### src/rtl/ptrm_pkg.sv
// Shared types and constants for the pixel temporal running median block.
`timescale 1ns / 1ps
package ptrm_pkg;

  localparam int SAMPLE_W = 8;

  // Register indexes on the configuration port (byte address is 4x index)
  localparam logic [1:0] REG_FRAME_WIDTH   = 2'd0;
  localparam logic [1:0] REG_FRAME_HEIGHT  = 2'd1;
  localparam logic [1:0] REG_WINDOW_LENGTH = 2'd2;

  localparam logic CMD_PRIME  = 1'b0;
  localparam logic CMD_UPDATE = 1'b1;

  typedef struct packed {
    logic clear_en;
    logic accept;
    logic read;
    logic load;
    logic rank;
    logic write;
    logic out_load;
  } ptrm_cmd_t;

  typedef struct packed {
    logic clear_done;
    logic is_prime;
    logic rank_last;
    logic out_free;
  } ptrm_status_t;

endpackage

### src/rtl/ptrm_ctrl.sv
// Sequencer for the running median: memory clear, read, rank walk, write back, output.
`timescale 1ns / 1ps
module ptrm_ctrl (
  input  logic                  clk,
  input  logic                  rst,
  input  logic                  s_tvalid,
  output logic                  s_tready,
  input  ptrm_pkg::ptrm_status_t status,
  output ptrm_pkg::ptrm_cmd_t    cmd
);
  import ptrm_pkg::*;

  typedef enum logic [2:0] {
    CLEAR, IDLE, READ, LOAD, RANK, WRITE, DONE
  } state_t;

  state_t state;

  always_ff @(posedge clk) begin
    if (rst) begin
      state <= CLEAR;
    end else begin
      case (state)
        CLEAR: if (status.clear_done) state <= IDLE;
        IDLE:  if (s_tvalid) state <= READ;
        READ:  state <= LOAD;
        LOAD:  state <= status.is_prime ? WRITE : RANK;
        RANK:  if (status.rank_last) state <= WRITE;
        WRITE: state <= DONE;
        DONE:  if (status.out_free) state <= IDLE;
        default: state <= CLEAR;
      endcase
    end
  end

  assign s_tready = (state == IDLE);

  always_comb begin
    cmd          = '0;
    cmd.clear_en = (state == CLEAR);
    cmd.accept   = (state == IDLE) && s_tvalid;
    cmd.read     = (state == READ);
    cmd.load     = (state == LOAD);
    cmd.rank     = (state == RANK);
    cmd.write    = (state == WRITE);
    cmd.out_load = (state == DONE) && status.out_free;
  end

endmodule

### config.mk
export PLATFORM = sky130hd
export DESIGN_NAME = ptrm_ctrl
export DESIGN_NICKNAME = d
export VERILOG_FILES = /design/src/rtl/ptrm_pkg.sv /design/src/rtl/ptrm_ctrl.sv
export SDC_FILE = /design/constraint.sdc
export NUM_CORES = 1
export LEC_CHECK = 0
export ABC_AREA = 1
export BUFFER_PORTS_ARGS = -buffer_cell sky130_fd_sc_hd__buf_2
export CORE_AREA = 10 10 47 49
export CTS_CLUSTER_SIZE = 24
export DETAILED_ROUTE_END_ITERATION = 10
export DIE_AREA = 0 0 57 59
export PLACE_DENSITY = 0.52
export SETUP_SLACK_MARGIN = 0.5
export SLEW_MARGIN = 25
export SYNTH_ARGS = -nofsm -noshare
export SYNTH_HDL_FRONTEND = slang
export SYNTH_SLANG_ARGS = --single-unit
### constraint.sdc
create_clock -name clk -period 1.6 [get_ports clk]
set_input_delay 0.08 -clock clk [delete_from_list [all_inputs] [get_ports clk]]
set_output_delay 0.08 -clock clk [all_outputs]
set_load 0.02 [all_outputs]
Yosys cells after proc, flatten, opt, wreduce, memory -nomap -nowiden
Cells that the tools add are included.
{"block": "op_classes", "add_sub_neg": 0, "n_mul": 0, "div": 0, "magnitude_cmp": 0, "n_eq_ne": 10, "n_shift": 0, "n_mux": 6, "n_bitwise": 0, "reduce_logical": 4}
{"op": "case mux 3 bit (7 select lines)", "count": 1}
{"op": "two-way mux 3 bit", "count": 4}
{"op": "== test 3 bit, second input constant", "count": 3}
{"op": "!= test 2 bit, second input constant", "count": 4}
{"op": "== test 3 x 2 -> 1 bit, second input constant", "count": 2}
{"op": "AND reduction 4 bit", "count": 1}
{"op": "== test 3 x 1 -> 1 bit, second input constant", "count": 1}
{"op": "zero test 3 bit", "count": 1}
{"op": "logical AND 1 bit", "count": 2}
{"op": "two-way mux 1 bit", "count": 1}
{"block": "totals", "ff_bits": 3, "latch_bits": 0, "mem_bits_rw": 0, "mem_bits_ro": 0, "inputBits": 7, "output_inout_bits": 8, "memories": 0}

Logic depth before layout (Yosys ltp)
{"block": "depth", "ltp_word": 3, "depth_mapped": 9}

Worst setup path before layout
OpenSTA, ideal clock, no wires.
{"block": "synth_timing", "kind": "register to register", "start": "register state[1]", "end": "register state[2]", "setup_time_ps": 113, "arrival_ps": 1070, "t_required_ps": 1487, "path_slack_ps": 417, "path_stages_with_launch": 10, "path_buffers": 1, "synth_period_minus_slack_ps": 1183, "cell_sequence": "dfxtp_1 > buf_6 > inv_2 > nand2_2 > nor2_2 > nand2_1 > nand2_1 > nor2_4 > nor2_1 > nor2_1"}
{"block": "synth_between", "elab_chain_len": 3, "word_cells_on_any_way": 13, "classes_between": "10 x eq/ne; 1 x mux; 2 x reduce/logical"}
{"element": "start: declaration", "line": "ptrm_ctrl.sv:17", "rtl": "state_t state;"}
{"element": "start signal: assignment", "line": "ptrm_ctrl.sv:27", "rtl": "LOAD: state <= status.is_prime ? WRITE : RANK;"}
{"element": "== test 3 x 1 -> 1 bit (*)"}
{"element": "via s_tready", "line": "ptrm_ctrl.sv:7", "rtl": "output logic s_tready,"}
{"element": "!= test 2 bit (no source line)"}
{"element": "AND reduction 4 bit (no source line)"}
Mark *: on every way through the listed nets, which the timed path passes. The rest lies on a longest branch.
A chain may end at the register's enable or synchronous reset.

==> flow_metrics.tcl <==
set metrics [dict create \
    grt_pass1_wl_mm 1.483 \
    start_util 0.2250 \
    grt.overflow.total 0 \
    finClkSkew_ps 1.801 \
    end_kind "output port" \
    layout_common_cells "nor2_1 (11), buf_6 (8), inv_1 (7)" \
    drt_pass1_iterations 4 \
    gp_congestion 0.7829 \
    min_path_type "in2reg" \
    critPathLaunchType "flip-flop" \
    gr-usage-all-layers 0.05743 \
    top_register "state" \
    antenna_cells 0 \
    postRouteWirelength_mm 1.077 \
    power_mw 1.470 \
    clkLatencyLatePin_ps 230 \
    worstPathRequired_ps 1520 \
    period_minus_slack_ps 1129 \
    grt_setup_unrepaired "yes" \
    dieArea_um2 3363 \
    synth_area_per_cell_um2 5.630 \
    core_um2 1401 \
    cts.htree.levels 1 \
    place_ws_ps 374.7 \
    dp_hpwl_um 736.2 \
    grt_start_max_net_pins 11 \
    cp.arrival_ps 1050 \
    synth_cells 56 \
    cellPowerDensity_nw_per_um2 2277 \
    synth_cell_types 14 \
    drive_above_1_share 0.6234 \
    synth_area_um2 315.3 \
    p_leak_nw 0.3093 \
    antenna_found_initial 0 \
    cts_sinks 3 \
    cts_root_buf "clkbuf_4" \
    rows 14 \
    final_max_slew_viol_count 0 \
    io_pins 15 \
    path_clk_slew_ps 40 \
    cp_max_fo 7 \
    yosys_warnings 0 \
    ctsLongestPathBuffers 2 \
    crit_type "reg2out" \
    drt_iter0_markers 4 \
    largest_register_ffs 3 \
    final_util 0.4607 \
    numPortBuffers 14 \
    slew_headroom 0.8936 \
    fillers 157 \
    numCtsBuffers 3 \
    drc 0 \
    grt_pass1_vias 384 \
    drt-vias-per-instance 4.183 \
    postRouteAntennaNets 0 \
    syn_nets 63 \
    cts_tree "done" \
    final_common_cell "nor2_1" \
    nets 85 \
    period_share 0.7056 \
    fp.dieH_um 59 \
    outcome "finished, final reports clean" \
    timing.final.ws_setup_ps 471.1 \
    place_inst 85 \
    syn_to_final_growth_pct 104.8 \
    synth_seq_cells 3 \
    wl_per_cell_um 11.58 \
    tns_ps 0 \
    finalHoldViolCount 0 \
    dieWidth_um 57 \
    vias 389 \
    stdcell_count 93 \
    max_clock_freq_ghz 0.8858 \
    ys_seq_area_frac 0.1905 \
    irDropWorstVdd_uv 929.7 \
    cap_viol_max_count 0 \
    reg_top3 "state (3)" \
    setup_violations 0 \
    multiInputGateArea_um2 289.0 \
    regArea_um2 68.82 \
    worst_pin_slew_ps 159.6 \
]
power breakdown:
part	switching [mW]	internal, mW	leakage (nW)
clock network	0.0364	0.0933	0.0150
registers	0.106	0.133	0.0264
logic	0.593	0.509	0.268
total	0.735	0.735	0.309
repair_timing:
action,in CTS,in global routing
resized for setup,18,28
pin swaps,3,7
hold buffers,0,0
buffers inserted,2,2
endpoints found under the setup margin,11,11
hold endpoints to repair,0,0
synthesized netlist by cell type:
master,n,area (um2)
buf_4,1,7.510
inv_2,4,15.01
nand3_1,7,35.03
buf_6,1,11.26
inv_1,7,26.28
nor3_1,2,10.01
nand2_2,2,12.51
dfxtp_1,3,60.06
nand4_1,1,6.260
nor2_1,16,60.06
nor2_2,2,12.51
nand2_1,7,26.28
nand3_2,1,10.01
nor2_4,2,22.52
worst max-delay path: stages (launching register included):
cell and delay, ps:
dfxtp_4 420, inv_8 70, nor3_4 190, buf_6 140
through the flow:
stage / hold slack, ps / cell area, um2
3_5_place_dp: 347.0 / 420.4
5_1_grt: 118.0 / 645.6
3_3_place_gp: 342.3 / 420.4
2_1_floorplan: 240.0 / 345.3
4_1_cts: 95.78 / 525.5
6_report: 101.7 / 645.6
cell type report:
cell class,instances,area share
Multi-Input combinational cell,40,0.4477
Timing Repair Buffer,19,0.2829
Sequential cell,3,0.1066
Inverter,11,0.09109
Clock buffer,4,0.04070
Tap cell,16,0.03101
worst paths after layout:
path,from,to,slack [ps],cells after the start
hold reg to reg,state[2],state[2],600,2
setup / recovery,state[2],cmd[2],470,3
hold / removal,rst,state[1],100,4
setup reg to reg,state[1],state[2],520,6
routing by layer:
metal,share of wire,vias to the layer above,GRT usage
met1,0.40,163,0.04976
met4,0.014,0,0.06040
li1,-,214,-
met2,0.52,10,0.09767
met3,0.068,2,0.02146
met5,0,-,0
kinds of logic (layout without fill, tap and decap cells):
| family | count (synthesis) | in the layout | share of synthesized area |
|---|---|---|---|
| buffers and inverters | 13 | 34 | 0.1905 |
| flip-flops | 3 | 3 | 0.1905 |
| AND/OR/NAND/NOR | 40 | 40 | 0.6191 |
Note: power is estimated with default switching activity, not from simulation.
